$ cat config.mk
export PLATFORM = sky130hd
export DESIGN_NAME = time_text_to_milliseconds
export DESIGN_NICKNAME = d
export VERILOG_FILES = /design/src/rtl/core/ttms_pkg.sv /design/src/rtl/core/time_text_to_milliseconds.sv /design/src/rtl/core/ttms_dp.sv /design/src/rtl/core/ttms_ctrl.sv
export SDC_FILE = /design/constraint.sdc
export NUM_CORES = 2
export LEC_CHECK = 0
export BUFFER_PORTS_ARGS = -buffer_cell sky130_fd_sc_hd__buf_4
export CORE_MARGIN = 2
export CORE_UTILIZATION = 55
export CTS_CLUSTER_SIZE = 14
export DETAILED_ROUTE_END_ITERATION = 8
export HOLD_SLACK_MARGIN = 0.02
export PLACE_DENSITY = 0.72
export SLEW_MARGIN = 10
export SYNTH_ARGS = -nofsm -noshare
export SYNTH_HDL_FRONTEND = slang
export SYNTH_SLANG_ARGS = --single-unit
$ cat constraint.sdc
create_clock -name aclk -period 12.2 [get_ports aclk]
set_input_delay 0 -clock aclk [delete_from_list [all_inputs] [get_ports aclk]]
set_output_delay 0 -clock aclk [all_outputs]
set_load 0.05 [all_outputs]
$ cat src/rtl/core/ttms_pkg.sv
// shared constants, codes and types of the time text parser
package ttms_pkg;

    localparam int FIELD_BITS      = 32;
    localparam int FRACTION_DIGITS = 3;
    localparam int CH_BITS         = 16;
    localparam int MS_BITS         = 54;
    localparam int ERR_BITS        = 3;
    localparam int FRAC_BITS       = 10;
    localparam int FDIG_BITS       = 2;
    localparam int OUT_TDATA_BITS  = 64;

    localparam logic [CH_BITS-1:0] CH_TAB   = 16'd9;
    localparam logic [CH_BITS-1:0] CH_CR    = 16'd13;
    localparam logic [CH_BITS-1:0] CH_SPACE = 16'd32;
    localparam logic [CH_BITS-1:0] CH_DOT   = 16'd46;
    localparam logic [CH_BITS-1:0] CH_ZERO  = 16'd48;
    localparam logic [CH_BITS-1:0] CH_NINE  = 16'd57;
    localparam logic [CH_BITS-1:0] CH_COLON = 16'd58;

    localparam int SEC_PER_MIN = 60;
    localparam int MS_PER_SEC  = 1000;

    typedef enum logic [ERR_BITS-1:0] {
        ERR_OK        = 3'd0,
        ERR_EMPTY     = 3'd1,
        ERR_PARTS     = 3'd2,
        ERR_SS        = 3'd3,
        ERR_MMSS      = 3'd4,
        ERR_MMSS_SEC  = 3'd5,
        ERR_HMS       = 3'd6,
        ERR_HMS_RANGE = 3'd7
    } err_t;

    typedef enum logic [1:0] {
        ST_RUN,
        ST_MIN,
        ST_SEC,
        ST_MS
    } state_t;

    typedef struct packed {
        logic take;
        logic step_min;
        logic step_sec;
        logic load_out;
    } dp_cmd_t;

endpackage

$ cat src/rtl/core/time_text_to_milliseconds.sv
// top level of the time text to milliseconds parser
// Takes a time string one character per transfer (SS, MM:SS or HH:MM:SS, optional
// fraction of up to three digits on the last part, surrounding whitespace ignored)
// and gives one result per string, which ends on the transfer that carries s_tlast. Each
// character takes one clock while s_tready is high. After the last character the
// block runs the conversion sequence (hours to minutes, minutes to seconds, seconds
// to milliseconds, one constant multiply-add each) and holds s_tready low meanwhile;
// the last step waits for the result register to be free. The result register holds
// time_ms and the error code; time_ms is zero whenever the error code is nonzero.
module time_text_to_milliseconds (
    input  logic                                  aclk,
    input  logic                                  aresetn,
    input  logic                                  s_tvalid,
    output logic                                  s_tready,
    input  logic [ttms_pkg::CH_BITS-1:0]          s_tdata,  // ch
    input  logic                                  s_tlast,
    output logic                                  m_tvalid,
    input  logic                                  m_tready,
    output logic [ttms_pkg::OUT_TDATA_BITS-1:0]   m_tdata   // time_ms, error_code, zero pad
);
    import ttms_pkg::*;

    dp_cmd_t             cmd;
    logic [MS_BITS-1:0]  time_ms;
    err_t                error_code;

    ttms_ctrl u_ctrl (
        .aclk     (aclk),
        .aresetn  (aresetn),
        .s_tvalid (s_tvalid),
        .s_tlast  (s_tlast),
        .s_tready (s_tready),
        .m_tvalid (m_tvalid),
        .m_tready (m_tready),
        .cmd      (cmd)
    );

    ttms_dp u_dp (
        .aclk       (aclk),
        .aresetn    (aresetn),
        .cmd        (cmd),
        .ch         (s_tdata),
        .time_ms    (time_ms),
        .error_code (error_code)
    );

    assign m_tdata = {(OUT_TDATA_BITS-MS_BITS-ERR_BITS)'(0), error_code, time_ms};

`ifndef SYNTHESIS
    // no character is taken while a finished string is being converted
    assert property (@(posedge aclk) disable iff (!aresetn)
        (s_tvalid && s_tready && s_tlast) |=> !s_tready)
        else $error("character accepted during conversion");

    assert property (@(posedge aclk) disable iff (!aresetn)
        (m_tvalid && m_tdata[56:54] != ERR_OK) |-> (m_tdata[53:0] == '0))
        else $error("nonzero time with an error code");

    assert property (@(posedge aclk) disable iff (!aresetn)
        m_tvalid |-> (m_tdata[63:57] == '0))
        else $error("result padding not zero");
`endif

endmodule

$ cat src/rtl/core/ttms_dp.sv
// datapath: character parser registers, conversion accumulator and result register
module ttms_dp (
    input  logic                           aclk,
    input  logic                           aresetn,
    input  ttms_pkg::dp_cmd_t              cmd,
    input  logic [ttms_pkg::CH_BITS-1:0]   ch,
    output logic [ttms_pkg::MS_BITS-1:0]   time_ms,
    output ttms_pkg::err_t                 error_code
);
    import ttms_pkg::*;

    logic                  started_reg, started_next;
    logic                  pend_reg, pend_next;
    logic [1:0]            colon_reg, colon_next;
    logic                  nonempty_reg, nonempty_next;
    logic [FIELD_BITS-1:0] fv_reg [3];
    logic [FIELD_BITS-1:0] fv_next [3];
    logic                  dot_reg, dot_next;
    logic [FRAC_BITS-1:0]  frac_reg, frac_next;
    logic [FDIG_BITS-1:0]  fdig_reg, fdig_next;
    logic                  bad_reg, bad_next;
    logic                  many_reg, many_next;

    logic [MS_BITS-1:0]    acc_reg, acc_next;
    logic [MS_BITS-1:0]    ms_reg, ms_next;
    err_t                  err_reg, err;

    logic                  is_space, is_digit;
    logic [3:0]            digit;
    logic [FIELD_BITS+3:0] cur_wide, fv_wide;
    logic [FRAC_BITS-1:0]  frac_ms;
    logic [MS_BITS-1:0]    h_sel, m_sel, s_sel;
    logic                  bad_final;

    assign is_space = (ch >= CH_TAB && ch <= CH_CR) || ch == CH_SPACE;
    assign is_digit = ch >= CH_ZERO && ch <= CH_NINE;
    assign digit    = ch[3:0];
    assign cur_wide = {4'b0, fv_reg[colon_reg]};
    // value * 10 + digit, with four spare bits to see overflow
    assign fv_wide  = (cur_wide << 3) + (cur_wide << 1) + (FIELD_BITS+4)'(digit);

    // per-character parse update
    always_comb begin
        started_next  = started_reg;
        pend_next     = pend_reg;
        colon_next    = colon_reg;
        nonempty_next = nonempty_reg;
        fv_next       = fv_reg;
        dot_next      = dot_reg;
        frac_next     = frac_reg;
        fdig_next     = fdig_reg;
        bad_next      = bad_reg;
        many_next     = many_reg;
        if (cmd.load_out) begin
            started_next  = 1'b0;
            pend_next     = 1'b0;
            colon_next    = '0;
            nonempty_next = 1'b0;
            fv_next[0]    = '0;
            fv_next[1]    = '0;
            fv_next[2]    = '0;
            dot_next      = 1'b0;
            frac_next     = '0;
            fdig_next     = '0;
            bad_next      = 1'b0;
            many_next     = 1'b0;
        end else if (cmd.take) begin
            if (is_space) begin
                if (started_reg) begin
                    pend_next = 1'b1;
                end
            end else begin
                if (pend_reg) begin
                    bad_next = 1'b1;
                end
                pend_next    = 1'b0;
                started_next = 1'b1;
                if (!many_reg) begin
                    if (is_digit) begin
                        if (dot_reg) begin
                            if (fdig_reg >= FDIG_BITS'(FRACTION_DIGITS)) begin
                                bad_next = 1'b1;
                            end else begin
                                frac_next = FRAC_BITS'(frac_reg * 10'd10)
                                          + FRAC_BITS'(digit);
                                fdig_next = fdig_reg + 1'b1;
                            end
                        end else begin
                            if (|fv_wide[FIELD_BITS+3:FIELD_BITS]) begin
                                bad_next = 1'b1;
                            end else begin
                                fv_next[colon_reg] = fv_wide[FIELD_BITS-1:0];
                            end
                            nonempty_next = 1'b1;
                        end
                    end else if (ch == CH_COLON) begin
                        if (colon_reg >= 2'd2) begin
                            many_next = 1'b1;
                        end else begin
                            if (!nonempty_reg || dot_reg) begin
                                bad_next = 1'b1;
                            end
                            colon_next    = colon_reg + 1'b1;
                            nonempty_next = 1'b0;
                            dot_next      = 1'b0;
                            frac_next     = '0;
                            fdig_next     = '0;
                        end
                    end else if (ch == CH_DOT) begin
                        if (dot_reg || !nonempty_reg) begin
                            bad_next = 1'b1;
                        end
                        dot_next = 1'b1;
                    end else begin
                        bad_next = 1'b1;
                    end
                end
            end
        end
    end

    // fraction padded on the right to milliseconds
    always_comb begin
        frac_ms = '0;
        if (dot_reg) begin
            unique case (fdig_reg)
                2'd1:    frac_ms = FRAC_BITS'(frac_reg * 10'd100);
                2'd2:    frac_ms = FRAC_BITS'(frac_reg * 10'd10);
                default: frac_ms = frac_reg;
            endcase
        end
    end

    // part selection by form
    always_comb begin
        h_sel = '0;
        m_sel = '0;
        s_sel = '0;
        unique case (colon_reg)
            2'd0: begin
                s_sel = MS_BITS'(fv_reg[0]);
            end
            2'd1: begin
                m_sel = MS_BITS'(fv_reg[0]);
                s_sel = MS_BITS'(fv_reg[1]);
            end
            default: begin
                h_sel = MS_BITS'(fv_reg[0]);
                m_sel = MS_BITS'(fv_reg[1]);
                s_sel = MS_BITS'(fv_reg[2]);
            end
        endcase
    end

    assign bad_final = bad_reg || !nonempty_reg || (dot_reg && fdig_reg == '0);

    always_comb begin
        err = ERR_OK;
        priority if (!started_reg) begin
            err = ERR_EMPTY;
        end else if (many_reg) begin
            err = ERR_PARTS;
        end else if (colon_reg == 2'd0) begin
            if (bad_final) begin
                err = ERR_SS;
            end
        end else if (colon_reg == 2'd1) begin
            if (bad_final) begin
                err = ERR_MMSS;
            end else if (fv_reg[1] >= FIELD_BITS'(SEC_PER_MIN)) begin
                err = ERR_MMSS_SEC;
            end
        end else begin
            if (bad_final) begin
                err = ERR_HMS;
            end else if (fv_reg[1] >= FIELD_BITS'(SEC_PER_MIN)
                      || fv_reg[2] >= FIELD_BITS'(SEC_PER_MIN)) begin
                err = ERR_HMS_RANGE;
            end
        end
    end

    // hours -> minutes -> seconds -> milliseconds, one constant multiply per step
    always_comb begin
        acc_next = acc_reg;
        ms_next  = ms_reg;
        if (cmd.step_min) begin
            acc_next = h_sel * MS_BITS'(SEC_PER_MIN) + m_sel;
        end
        if (cmd.step_sec) begin
            acc_next = acc_reg * MS_BITS'(SEC_PER_MIN) + s_sel;
        end
        if (cmd.load_out) begin
            ms_next = (err == ERR_OK)
                    ? acc_reg * MS_BITS'(MS_PER_SEC) + MS_BITS'(frac_ms)
                    : '0;
        end
    end

    always_ff @(posedge aclk) begin
        if (!aresetn) begin
            started_reg  <= 1'b0;
            pend_reg     <= 1'b0;
            colon_reg    <= '0;
            nonempty_reg <= 1'b0;
            fv_reg[0]    <= '0;
            fv_reg[1]    <= '0;
            fv_reg[2]    <= '0;
            dot_reg      <= 1'b0;
            frac_reg     <= '0;
            fdig_reg     <= '0;
            bad_reg      <= 1'b0;
            many_reg     <= 1'b0;
        end else begin
            started_reg  <= started_next;
            pend_reg     <= pend_next;
            colon_reg    <= colon_next;
            nonempty_reg <= nonempty_next;
            fv_reg       <= fv_next;
            dot_reg      <= dot_next;
            frac_reg     <= frac_next;
            fdig_reg     <= fdig_next;
            bad_reg      <= bad_next;
            many_reg     <= many_next;
        end
    end

    always_ff @(posedge aclk) begin
        acc_reg <= acc_next;
        ms_reg  <= ms_next;
        if (cmd.load_out) begin
            err_reg <= err;
        end
    end

    assign time_ms    = ms_reg;
    assign error_code = err_reg;

endmodule

$ cat src/rtl/core/ttms_ctrl.sv
// controller: character intake, conversion sequencing and result valid
module ttms_ctrl (
    input  logic                aclk,
    input  logic                aresetn,
    input  logic                s_tvalid,
    input  logic                s_tlast,
    output logic                s_tready,
    output logic                m_tvalid,
    input  logic                m_tready,
    output ttms_pkg::dp_cmd_t   cmd
);
    import ttms_pkg::*;

    state_t state_reg, state_next;
    logic   out_valid_reg, out_valid_next;
    logic   out_free;

    assign out_free = !out_valid_reg || m_tready;

    always_comb begin
        state_next = state_reg;
        unique case (state_reg)
            ST_RUN: begin
                if (s_tvalid && s_tlast) begin
                    state_next = ST_MIN;
                end
            end
            ST_MIN: state_next = ST_SEC;
            ST_SEC: state_next = ST_MS;
            ST_MS: begin
                if (out_free) begin
                    state_next = ST_RUN;
                end
            end
            default: state_next = ST_RUN;
        endcase
    end

    always_comb begin
        s_tready     = 1'b0;
        cmd          = '0;
        unique case (state_reg)
            ST_RUN: begin
                s_tready = 1'b1;
                cmd.take = s_tvalid;
            end
            ST_MIN: cmd.step_min = 1'b1;
            ST_SEC: cmd.step_sec = 1'b1;
            ST_MS:  cmd.load_out = out_free;
            default: cmd = '0;
        endcase
        // result register is held until its transfer
        out_valid_next = cmd.load_out ? 1'b1 : (m_tready ? 1'b0 : out_valid_reg);
    end

    always_ff @(posedge aclk) begin
        if (!aresetn) begin
            state_reg     <= ST_RUN;
            out_valid_reg <= 1'b0;
        end else begin
            state_reg     <= state_next;
            out_valid_reg <= out_valid_next;
        end
    end

    assign m_tvalid = out_valid_reg;

endmodule
==> metrics.cfg <==
[detailed_routing]
avgRoutedWirePerCell_um=17.01
vias=28430
wl_um=82890
via_per_inst=5.835
dr.pass1.iters=6
drt.antenna.violating_nets=0
drt_iter0_drc=1786
drcViolationCount=0

[finish]
area_growth_pct=6.375
multiInputGateArea_mm2=0.02586
final_cell_mix=459 x inv_1, 373 x nand2_1, 348 x ha_1
drive_gt1_share_pct=4.693
ff_latch_area_mm2=0.005628
largest_reg_flops=96
layout_commonest_cell=inv_1
fillers=5547
nNetsFinal=4744
n_antenna_cell=0

[worst_hold_path]
holdPathEnd=u_dp.started_reg
min_path_cells=6
hold_class=primary input to register
worstHoldStart=s_tdata[6]

[worst_setup_path]
required_ns=12.54
reg2reg_slack_ns=3.94
cp-end-kind=register
timing.rr.end=u_dp.acc_reg[37]
criticalPathCategory=register to register
worst_r2r_path_depth=27
arrival_ns=8.60
critPathMaxFanout=61
r2r_start=u_dp.colon_reg[1]
start_kind=register

[flow_run]
cap_violations=0

[placed_design]
portBuffers=79
place.detailed.hpwl_um=66900
place.gp.congestion=0.9351

[die]
dieWidth_um=251.9
rows=90
fp.dieArea_mm2=0.06345
io-pin-count=87
design.core.area_mm2=0.06058
die_y_um=251.9
start_util_pct=55.79

[sta]
timing.fmax_mhz=121.1
slew_headroom_pct=25.54
period_share_pct=67.68
skew_ns=0.02082
timing.final.max_slew_violations=0
tns_ns=0
rsz0062_at_grt=false
worst_pin_slew_ns=1.107
setup_viol=0
min_period_ns=8.257
hold_viol=0

[clock_network]
cts_buffers=27
tritoncts=done
cts_root_buf=clkbuf_16
insertion_delay_ns=0.60
cts.sinks=227
postCtsResizedCells=0
clk_pin_slew_ns=0.06
htreeDepth=1
cts_setup_buffers=0
cts_hold_buf=15
cts_buffer_depth=3

[logic_synthesis]
synth_top_family_by_area=adder cells
yosys.area_share.simple_pct=17.86
ys_warn_count=0
yosys-mux-area-fraction_pct=1.681
synth_xor_area_share_pct=6.504
synthArstFlopShare_pct=0
yosys.cell_types.count=90
synthAdderAreaFrac_pct=30.56
ys_ff_latch=227
syn_avg_cell_area_um2=8.260
ys_seq_area_share_pct=16.64
synth_compound_area_share_pct=19.73
synth_ff_type=dfxtp_1
synthesis.area_mm2=0.03380
synth_edf_count=108
synth_cells=4092

[global_route]
antenna_found_initial=1
grt_use_total_pct=26.10
grt_pass1_vias=27420
grt_max_degree=97
grt_overflow=0
grt_pass1_wl_um=137700

[outcome]
outcome=finished clean

[cells by family after synthesis]
kind of cell	Yosys count
xor+xnor	251
fa+ha+maj	648
buf+inv	624
flops	227
other cells	1
simple gates	1234
mux	56
compound gates	1051
[through the flow]
stage                     hold slack [ns]  utilization [%]  instance area, um2  instances  setup slack [ns]
after detailed placement           0.2447            57.63               34920       4813             4.020
final                              0.1043            59.35               35950       4873             3.943
after floorplan                    0.1177                -               33820       4098             5.024
after global placement             0.2435            57.63               34920       4813             4.159
after CTS                         0.07535            59.35               35950       4873             4.006
after global routing               0.1505            59.35               35950       4873             3.304
[cell type report]
type / instances / share of cell area [%]
Clock inverter: 7 / 0.1705
Timing Repair Buffer: 110 / 2.401
Clock buffer: 38 / 2.300
Tap cell: 782 / 2.721
Sequential cell: 227 / 15.65
Inverter: 462 / 4.823
Multi-Input combinational cell: 3247 / 71.93
[synth_stat cells (43+ instances only)]
master | number | area share (%)
xnor2_1 | 168 | 4.4
dfxtp_1 | 119 | 7.0
a211oi_1 | 43 | 0.96
clkbuf_1 | 132 | 1.5
nor3_1 | 63 | 0.93
nand3_1 | 175 | 2.6
nand2_1 | 373 | 4.1
xor2_1 | 83 | 2.2
mux2i_1 | 50 | 1.5
nor2_1 | 251 | 2.8
fa_1 | 296 | 18
nand2b_1 | 63 | 1.2
inv_1 | 460 | 5.1
nand4_1 | 58 | 1.1
a21oi_1 | 251 | 3.7
ha_1 | 352 | 13
edfxtp_1 | 108 | 9.6
o21ai_0 | 280 | 4.1
a21o_1 | 132 | 2.9
[how the worst max path moves through the flow]
stage / slack [ns] / end / from / depth (start not counted)
after floorplan: 5.02 / u_dp.acc_reg[35] / u_dp.colon_reg[1] / 27
after global placement: 4.16 / u_dp.acc_reg[37] / u_dp.colon_reg[1] / 27
after detailed placement: 4.02 / u_dp.acc_reg[35] / u_dp.colon_reg[1] / 27
after CTS: 4.01 / u_dp.acc_reg[35] / u_dp.colon_reg[1] / 27
after global routing: 3.30 / u_dp.acc_reg[33] / u_dp.colon_reg[1] / 28
final: 3.94 / u_dp.acc_reg[37] / u_dp.colon_reg[1] / 27
[worst max-delay path, stage by stage (launching register included)]
cell	delay (ns)
dfxtp_2	0.69
buf_4	0.60
and2_1	0.28
inv_1	0.07
fa_1	0.49
inv_1	0.06
fa_1	0.46
ha_1	0.31
a211oi_1	0.22
nor2_1	0.12
a211oi_1	0.72
a211o_1	0.25
a21boi_0	0.08
o21ai_0	0.22
a21boi_0	0.14
o21ai_0	0.24
a21boi_0	0.18
or4b_2	0.63
nand4_1	0.10
ha_1	0.26
and2_1	0.19
and2_1	0.17
a221o_1	0.33
or4_1	0.43
a31oi_1	0.35
nor2_1	0.06
or4b_2	0.22
nand3_1	0.06
[routing by layer]
layer,routed length (um),global-route usage (%),vias to the layer above
met1,39980,37.81,13380
li1,-,-,14300
met4,1809,6.052,2
met5,13,0,-
met2,36670,41.55,653
met3,4416,3.343,101
Power is not shown: default switching activity piles up to over one toggle a cycle in this logic, so the estimate is an artifact.
